[config.mk]
export PLATFORM = sky130hd
export DESIGN_NAME = base64_stream_encoder_core
export DESIGN_NICKNAME = d
export VERILOG_FILES = /design/src/b64enc_pkg.sv /design/src/b64enc_front.sv /design/src/b64enc_queue.sv /design/src/b64enc_back.sv /design/src/base64_stream_encoder_core.sv
export SDC_FILE = /design/constraint.sdc
export NUM_CORES = 1
export LEC_CHECK = 0
export BUFFER_PORTS_ARGS = -buffer_cell sky130_fd_sc_hd__buf_2
export CAP_MARGIN = 10
export CORE_MARGIN = 2
export CORE_UTILIZATION = 50
export DETAILED_ROUTE_END_ITERATION = 16
export GPL_ROUTABILITY_DRIVEN = 0
export PLACE_DENSITY = 0.72
export SETUP_SLACK_MARGIN = 0.3
export SYNTH_ARGS = -nofsm -noshare
export SYNTH_HDL_FRONTEND = slang
export SYNTH_SLANG_ARGS = --single-unit
[constraint.sdc]
create_clock -name clk_i -period 8 [get_ports clk_i]
set_input_delay 0.8 -clock clk_i [delete_from_list [all_inputs] [get_ports clk_i]]
set_output_delay 0.8 -clock clk_i [all_outputs]
set_load 0.03 [all_outputs]
[src/b64enc_pkg.sv]
// Shared types, constants and the alphabet lookup for the base64 stream encoder.
package b64enc_pkg;

  localparam logic [6:0] PadChar = 7'd61;

  typedef struct packed {
    logic [7:0] data_byte;
    logic       final_byte;
  } in_beat_t;

  typedef struct packed {
    logic [6:0] char_code;
    logic       group_end;
    logic       message_end;
  } out_beat_t;

  // One complete 24-bit group: bytes held minus one (0..2) and the end-of-message flag.
  typedef struct packed {
    logic [23:0] bits;
    logic [1:0]  nbytes_m1;
    logic        fin;
  } group_t;

  // Map a sextet to its ASCII character of the standard alphabet.
  function automatic logic [6:0] sextet_to_ascii(input logic [5:0] s);
    logic [7:0] w;
    w = {2'b00, s};
    if (s < 6'd26) begin
      sextet_to_ascii = 7'(w + 8'd65);
    end else if (s < 6'd52) begin
      sextet_to_ascii = 7'(w + 8'd71);
    end else if (s < 6'd62) begin
      sextet_to_ascii = 7'(w - 8'd4);
    end else if (s == 6'd62) begin
      sextet_to_ascii = 7'd43;
    end else begin
      sextet_to_ascii = 7'd47;
    end
  endfunction

endpackage

[src/b64enc_front.sv]
// Front part: buffers pending bytes and assembles complete groups.
module b64enc_front
  import b64enc_pkg::*;
(
  input  logic     clk_i,
  input  logic     rst_ni,
  input  logic     in_valid_i,
  input  in_beat_t in_beat_i,
  output logic     in_accept_o,
  input  logic     q_full_i,
  output logic     push_o,
  output group_t   push_group_o
);

  logic [7:0] pend0_q, pend0_d;
  logic [7:0] pend1_q, pend1_d;
  logic [1:0] cnt_q, cnt_d;
  logic       cnt_two;

  assign in_accept_o = in_valid_i && !q_full_i;
  // A stray count of three behaves as two.
  assign cnt_two     = cnt_q[1];

  always_comb begin
    pend0_d = pend0_q;
    pend1_d = pend1_q;
    cnt_d   = cnt_q;
    push_o  = 1'b0;
    push_group_o.fin       = in_beat_i.final_byte;
    push_group_o.nbytes_m1 = cnt_two ? 2'd2 : cnt_q;
    unique case ({cnt_two, cnt_q[0]})
      2'b00:   push_group_o.bits = {in_beat_i.data_byte, 16'h0000};
      2'b01:   push_group_o.bits = {pend0_q, in_beat_i.data_byte, 8'h00};
      default: push_group_o.bits = {pend0_q, pend1_q, in_beat_i.data_byte};
    endcase
    if (in_accept_o) begin
      if (!cnt_two && !in_beat_i.final_byte) begin
        // Hold the byte until its group closes.
        if (cnt_q[0]) begin
          pend1_d = in_beat_i.data_byte;
        end else begin
          pend0_d = in_beat_i.data_byte;
        end
        cnt_d = cnt_q + 2'd1;
      end else begin
        push_o = 1'b1;
        cnt_d  = 2'd0;
      end
    end
  end

  always_ff @(posedge clk_i or negedge rst_ni) begin
    if (!rst_ni) begin
      cnt_q <= 2'd0;
    end else begin
      cnt_q <= cnt_d;
    end
  end

  always_ff @(posedge clk_i) begin
    pend0_q <= pend0_d;
    pend1_q <= pend1_d;
  end

endmodule

[src/b64enc_queue.sv]
// Two-entry group queue between the front and back parts.
module b64enc_queue
  import b64enc_pkg::*;
(
  input  logic   clk_i,
  input  logic   rst_ni,
  input  logic   push_i,
  input  group_t push_group_i,
  input  logic   pop_i,
  output group_t pop_group_o,
  output logic   full_o,
  output logic   empty_o
);

  group_t     slot_q [2];
  logic       wr_q, rd_q;
  logic [1:0] fill_q;

  assign full_o      = fill_q[1];
  assign empty_o     = (fill_q == 2'd0);
  assign pop_group_o = slot_q[rd_q];

  always_ff @(posedge clk_i or negedge rst_ni) begin
    if (!rst_ni) begin
      wr_q   <= 1'b0;
      rd_q   <= 1'b0;
      fill_q <= 2'd0;
    end else begin
      if (push_i) begin
        wr_q <= ~wr_q;
      end
      if (pop_i) begin
        rd_q <= ~rd_q;
      end
      if (push_i && !pop_i) begin
        fill_q <= fill_q + 2'd1;
      end else if (pop_i && !push_i) begin
        fill_q <= fill_q - 2'd1;
      end
    end
  end

  always_ff @(posedge clk_i) begin
    if (push_i) begin
      slot_q[wr_q] <= push_group_i;
    end
  end

endmodule

[src/b64enc_back.sv]
// Back part: walks a group one character per cycle into the output register while the output is not stalled.
module b64enc_back
  import b64enc_pkg::*;
(
  input  logic      clk_i,
  input  logic      rst_ni,
  input  logic      q_empty_i,
  input  group_t    q_group_i,
  output logic      pop_o,
  output logic      out_valid_o,
  output out_beat_t out_beat_o,
  input  logic      out_stall_i
);

  group_t     grp_q;
  logic       busy_q, busy_d;
  logic [1:0] idx_q, idx_d;
  logic       out_valid_q, out_valid_d;
  out_beat_t  out_q, out_d;
  logic       load_out;
  logic [5:0] sextet;
  logic       is_pad;

  assign load_out = !out_valid_q || !out_stall_i;

  always_comb begin
    case (idx_q)
      2'd0:    sextet = grp_q.bits[23:18];
      2'd1:    sextet = grp_q.bits[17:12];
      2'd2:    sextet = grp_q.bits[11:6];
      default: sextet = grp_q.bits[5:0];
    endcase
    // Characters carried = bytes + 1; the rest pad.
    is_pad = ({1'b0, idx_q} > ({1'b0, grp_q.nbytes_m1} + 3'd1));
  end

  always_comb begin
    out_d.char_code   = is_pad ? PadChar : sextet_to_ascii(sextet);
    out_d.group_end   = (idx_q == 2'd3);
    out_d.message_end = (idx_q == 2'd3) && grp_q.fin;
    out_valid_d       = load_out ? busy_q : out_valid_q;
    idx_d             = idx_q;
    busy_d            = busy_q;
    if (busy_q && load_out) begin
      idx_d = idx_q + 2'd1;
      if (idx_q == 2'd3) begin
        busy_d = 1'b0;
      end
    end
    // Take the next group as the current one leaves.
    pop_o = !q_empty_i && (!busy_q || (load_out && idx_q == 2'd3));
    if (pop_o) begin
      busy_d = 1'b1;
      idx_d  = 2'd0;
    end
  end

  always_ff @(posedge clk_i or negedge rst_ni) begin
    if (!rst_ni) begin
      busy_q      <= 1'b0;
      idx_q       <= 2'd0;
      out_valid_q <= 1'b0;
    end else begin
      busy_q      <= busy_d;
      idx_q       <= idx_d;
      out_valid_q <= out_valid_d;
    end
  end

  always_ff @(posedge clk_i) begin
    if (pop_o) begin
      grp_q <= q_group_i;
    end
    if (busy_q && load_out) begin
      out_q <= out_d;
    end
  end

  assign out_valid_o = out_valid_q;
  assign out_beat_o  = out_q;

endmodule

[src/base64_stream_encoder_core.sv]
// Top level of the base64 stream encoder: front, group queue and back.
//
//  Channel | Direction | Handshake             | Beat
//  --------+-----------+-----------------------+-------------------------------------
//  in      | input     | in_valid_i/in_stall_o | in_beat_t: data_byte, final_byte
//  out     | output    | out_valid_o/out_stall_i | out_beat_t: char_code, group_end,
//          |           |                       |   message_end
//
// The front takes one byte beat per cycle while the two-entry group queue has room;
// a byte that closes a group enters the queue in that cycle.
// The back emits one character per cycle while out is not stalled, four per group, so the
// single output port sets the sustained rate.
// A closing byte reaches out through the queue slot, the back's group register and the output register.
// Reset clears the pending count, queue pointers and fill count, the back's busy flag and index, and output valid.
// A stall on out holds the output register; the queue then fills and in stalls.
module base64_stream_encoder_core
  import b64enc_pkg::*;
(
  input  logic      clk_i,
  input  logic      rst_ni,
  input  logic      in_valid_i,
  input  in_beat_t  in_beat_i,
  output logic      in_stall_o,
  output logic      out_valid_o,
  output out_beat_t out_beat_o,
  input  logic      out_stall_i
);

  logic   q_full, q_empty, push, pop, in_accept;
  group_t push_group, pop_group;

  // Stall depends only on the queue, never on in_valid_i.
  assign in_stall_o = q_full;

  b64enc_front u_front (
    .clk_i        (clk_i),
    .rst_ni       (rst_ni),
    .in_valid_i   (in_valid_i),
    .in_beat_i    (in_beat_i),
    .in_accept_o  (in_accept),
    .q_full_i     (q_full),
    .push_o       (push),
    .push_group_o (push_group)
  );

  b64enc_queue u_queue (
    .clk_i        (clk_i),
    .rst_ni       (rst_ni),
    .push_i       (push && in_accept),
    .push_group_i (push_group),
    .pop_i        (pop),
    .pop_group_o  (pop_group),
    .full_o       (q_full),
    .empty_o      (q_empty)
  );

  b64enc_back u_back (
    .clk_i       (clk_i),
    .rst_ni      (rst_ni),
    .q_empty_i   (q_empty),
    .q_group_i   (pop_group),
    .pop_o       (pop),
    .out_valid_o (out_valid_o),
    .out_beat_o  (out_beat_o),
    .out_stall_i (out_stall_i)
  );

endmodule
==> metrics.md <==
| Metric | Value |
|---|---|
| I/O pin total | `24` |
| RSZ-0062 raised after global routing | `no` |
| Post-synth ARST share | `8.62%` |
| Vias per cell | `5.49` |
| Int Power | `1620 uW` |
| Layout area overhead | `15.4%` |
| Reg-to-Reg Start | `u_back.idx_q[0]$_DFFE_PN0P_` |
| Initial core utilization | `51.2%` |
| Post-synth cell types | `51` |
| Fmax | `369 MHz` |
| Cell row count | `36` |
| # port buffers | `23` |
| Hold WC Path Type | `input pin to async pin` |
| Required time of the critical path | `8.21 ns` |
| Tcrit/Tclk final | `33.9%` |
| Compound-Gate Fraction of Synth Area | `12.6%` |
| Ant diodes | `0` |
| Worst IR drop on VDD | `200 uV` |
| Post-route ant nets | `0` |
| H-tree levels | `4` |
| Die Span Y | `104 um` |
| Fin Setup TNS | `0 ns` |
| Global route total overflow | `0` |
| Worst Path Max Fanout | `7` |
| Least-Margin Pin Slew | `1.16 ns` |
| Most numerous cell in the Yosys netlist | `edfxtp_1` |
| Synth Instances | `320` |
| Detailed Routing Iterations Pass 1 | `5` |
| Comb pwr share | `36.4%` |
| Final Hold Viols | `0` |
| GR Util All Layers | `16.4%` |
| Fraction of layout cells with a size suffix above 1 | `26.2%` |
| Top cells by count, synth | `edfxtp_1, mux2_2, a22o_1` |
| Flops & latches, synth | `116` |
| Core area | `0.00973 mm2` |
| Initial antenna violation count | `0` |
| Post-DP HPWL | `5290 um` |
| Status | `completed` |
| Clock network power share | `25.1%` |
| WL/cell | `16.4 um` |
| Reg2reg end | `u_back.out_beat_o[3]$_SDFFCE_PN0P_` |
| Power density cells | `436 mW/mm2` |
| # DRC | `0` |
| Syn_nets | `346` |
| Die width | `104 um` |
| Worst Skew | `0.00921 ns` |
| DR vias | `2747` |
| Synth Flop Type | `edfxtp_1` |
| Synth Area in Adders | `3.27%` |
| Non-Filler Cell Area, Final | `0.00574 mm2` |
| Post-synth EDFFs | `106` |
| Largest net degree at the start of global routing | `29` |
| Synth top area cells | `edfxtp_1, mux2_2, dfrtp_1, ha_1, a22o_1` |
| Lkg Pwr | `0.00207 uW` |
| Crit end category | `flip-flop` |
| Flop pwr share | `38.5%` |
| Synth warn | `0` |
| # clock sinks | `116` |
| Sw Share | `35.3%` |
| Syn Area/Cell | `15.6 um2` |
| Register area share after synthesis | `69.0%` |
| Max Slew Vio Count | `0` |
| Reg clk slew, reported paths | `0.06 ns` |
| Number of global-route vias before repair | `2749` |
| Die area | `0.0108 mm2` |
| Clk buf depth | `2` |
| Synth top area share | `63.9%` |
| Psw | `883 uW` |
| TritonCTS Buffers | `17` |
| Main combinational cell family by area after synthesis | `compound AO/OA/AOI/OAI gates` |
| CTS tree | `yes` |
| Reg2Reg Depth | `9` |
| Post-synthesis cell area | `0.00498 mm2` |
| Post-CTS Setup Bufs | `0` |
| Post-synthesis mux area share | `6.38%` |
| Xor and xnor fraction of the mapped netlist area | `0.880%` |
| Nets | `380` |
| Critical Setup Path Class | `flip-flop to flip-flop` |
| Post-CTS sizing | `0` |
| First-pass GRT wire length | `13800 um` |
| Startpoint Class | `flip-flop` |
| Initial drt markers | `201` |
| Slew margin rel. | `22.5%` |
| Synth Area in Simple Gates | `5.86%` |
| Worst EP arrival | `2.92 ns` |
| MaxCap Viol Count | `0` |
| Post-CTS Hold Fix Bufs | `0` |
| Tmin final | `2.71 ns` |
| Total wire length | `8200 um` |
| Flop2flop setup slack | `5.29 ns` |
| Root buf cell | `clkbuf_8` |
| Clock latency at the later pin of the worst-skew pair | `0.50 ns` |
| Final setup fails | `0` |
| DP Area | `0.00524 mm2` |
| Largest area contributor in the netlist | `edfxtp_1` |
[worst max-delay path, stage by stage, from the launching register on]
cell and delay (ns):
dfrtp_1 0.41, inv_1 0.12, ha_1 0.33, a222oi_1 0.17, mux2i_2 0.37, inv_2 0.11, ha_1 0.34, a2111oi_0 0.07
o311ai_0 0.37, a31oi_1 0.12
[logic make-up (layout without fill, tap and decap cells)]
kind of cell	Yosys count	after routing
AND/OR/NAND/NOR	58	58
adder cells (fa/ha/maj)	13	13
AO/OA/AOI/OAI	77	77
multiplexers	28	28
buffers and inverters	23	70
flip-flops	116	116
XOR/XNOR	5	5
[through the flow]
step                      instances  util [%]  hold WS, ns  setup WS (ns)  power [uW]
after detailed placement        468      53.8        0.505           5.31        1870
after CTS                       500      59.0        0.153           5.30        2510
final                           500      59.0        0.157           5.29        2500
after global routing            500      59.0        0.154           5.05        2650
after floorplan                 320         -        0.456           4.74        1680
after global placement          468      53.8        0.490           5.46        1840
[flip-flops by register name, indices dropped and copies added, names as in the netlist]
name,cells
u_back.out_valid_o,1
u_back.out_beat_o,9
u_queue.rd_q,1
u_queue.fill_q,2
u_front.cnt_q,2
u_back.idx_q,2
u_front.pend0_q,8
u_back.busy_q,1
u_front.pend1_q,8
u_queue.wr_q,1
u_queue.slot_q,54
u_back.grp_q,27
[cell type report]
| cell class | instances | area, um2 |
|---|---|---|
| tap | 133 | 166 |
| inverter | 11 | 42.5 |
| clock buffer | 18 | 418 |
| clock inverter | 14 | 91.3 |
| sequential | 116 | 3430 |
| fill | 753 | 3990 |
| timing repair buffer | 27 | 145 |
| multi-input combinational | 181 | 1450 |
[metal layers]
metal  vias up  wire length, um  GRT usage, %
li1       1321                -             -
met1      1351             3850          21.6
met2        62             3950          25.7
met3        13              269          5.03
met4         0              123          5.98
met5         -                0             0
[power by group through the flow]
stage          clock (uW)  combinational (uW)  sequential (uW)
4_1_cts               640                 905              964
5_1_grt               668                1000              981
3_5_place_dp            0                 895              975
3_3_place_gp            0                 868              971
6_report              629                 911              963
2_1_floorplan           0                 694              985
[layout by cell type (no fill, tap or decap), types with 2 or more instances in the layout]
cell / count
a31o_2: 2
a22oi_2: 2
o211ai_1: 3
nand2b_1: 4
clkinv_1: 2
clkinvlp_4: 5
mux2_2: 27
clkbuf_16: 16
a22oi_1: 2
nand2_1: 14
dfrtp_1: 10
nor2b_1: 4
a21oi_2: 2
o31ai_1: 2
xor2_1: 4
o311ai_0: 2
a21o_1: 6
a21oi_4: 2
edfxtp_1: 106
nor2_1: 13
o21ai_1: 2
a2111oi_0: 3
inv_1: 9
nand3_1: 3
o21a_1: 3
a22o_1: 18
o21ai_0: 6
clkinv_4: 3
buf_2: 23
a311oi_1: 2
nor4_1: 3
buf_4: 4
a32o_1: 2
a21oi_1: 8
and2_1: 12
ha_1: 13
clkinv_2: 5
a31oi_1: 2
[how the worst max path moves through the flow]
| stage | from | endpoint | slack, ns | cells after the start |
|---|---|---|---|---|
| 6_report | u_back.idx_q[0]$_DFFE_PN0P_ | u_back.out_beat_o[3]$_SDFFCE_PN0P_ | 5.29 | 9 |
| 5_1_grt | u_back.idx_q[0]$_DFFE_PN0P_ | u_back.out_beat_o[3]$_SDFFCE_PN0P_ | 5.05 | 9 |
| 4_1_cts | u_back.idx_q[1]$_DFFE_PN0P_ | u_back.out_beat_o[3]$_SDFFCE_PN0P_ | 5.30 | 7 |
| 3_5_place_dp | u_back.idx_q[1]$_DFFE_PN0P_ | u_back.out_beat_o[3]$_SDFFCE_PN0P_ | 5.31 | 7 |
| 3_3_place_gp | u_back.idx_q[1]$_DFFE_PN0P_ | u_back.out_beat_o[3]$_SDFFCE_PN0P_ | 5.46 | 7 |
| 2_1_floorplan | in_valid_i | u_queue.slot_q[0][0]$_DFFE_PP_ | 4.74 | 2 |
Power figures use the tool's default switching activity.
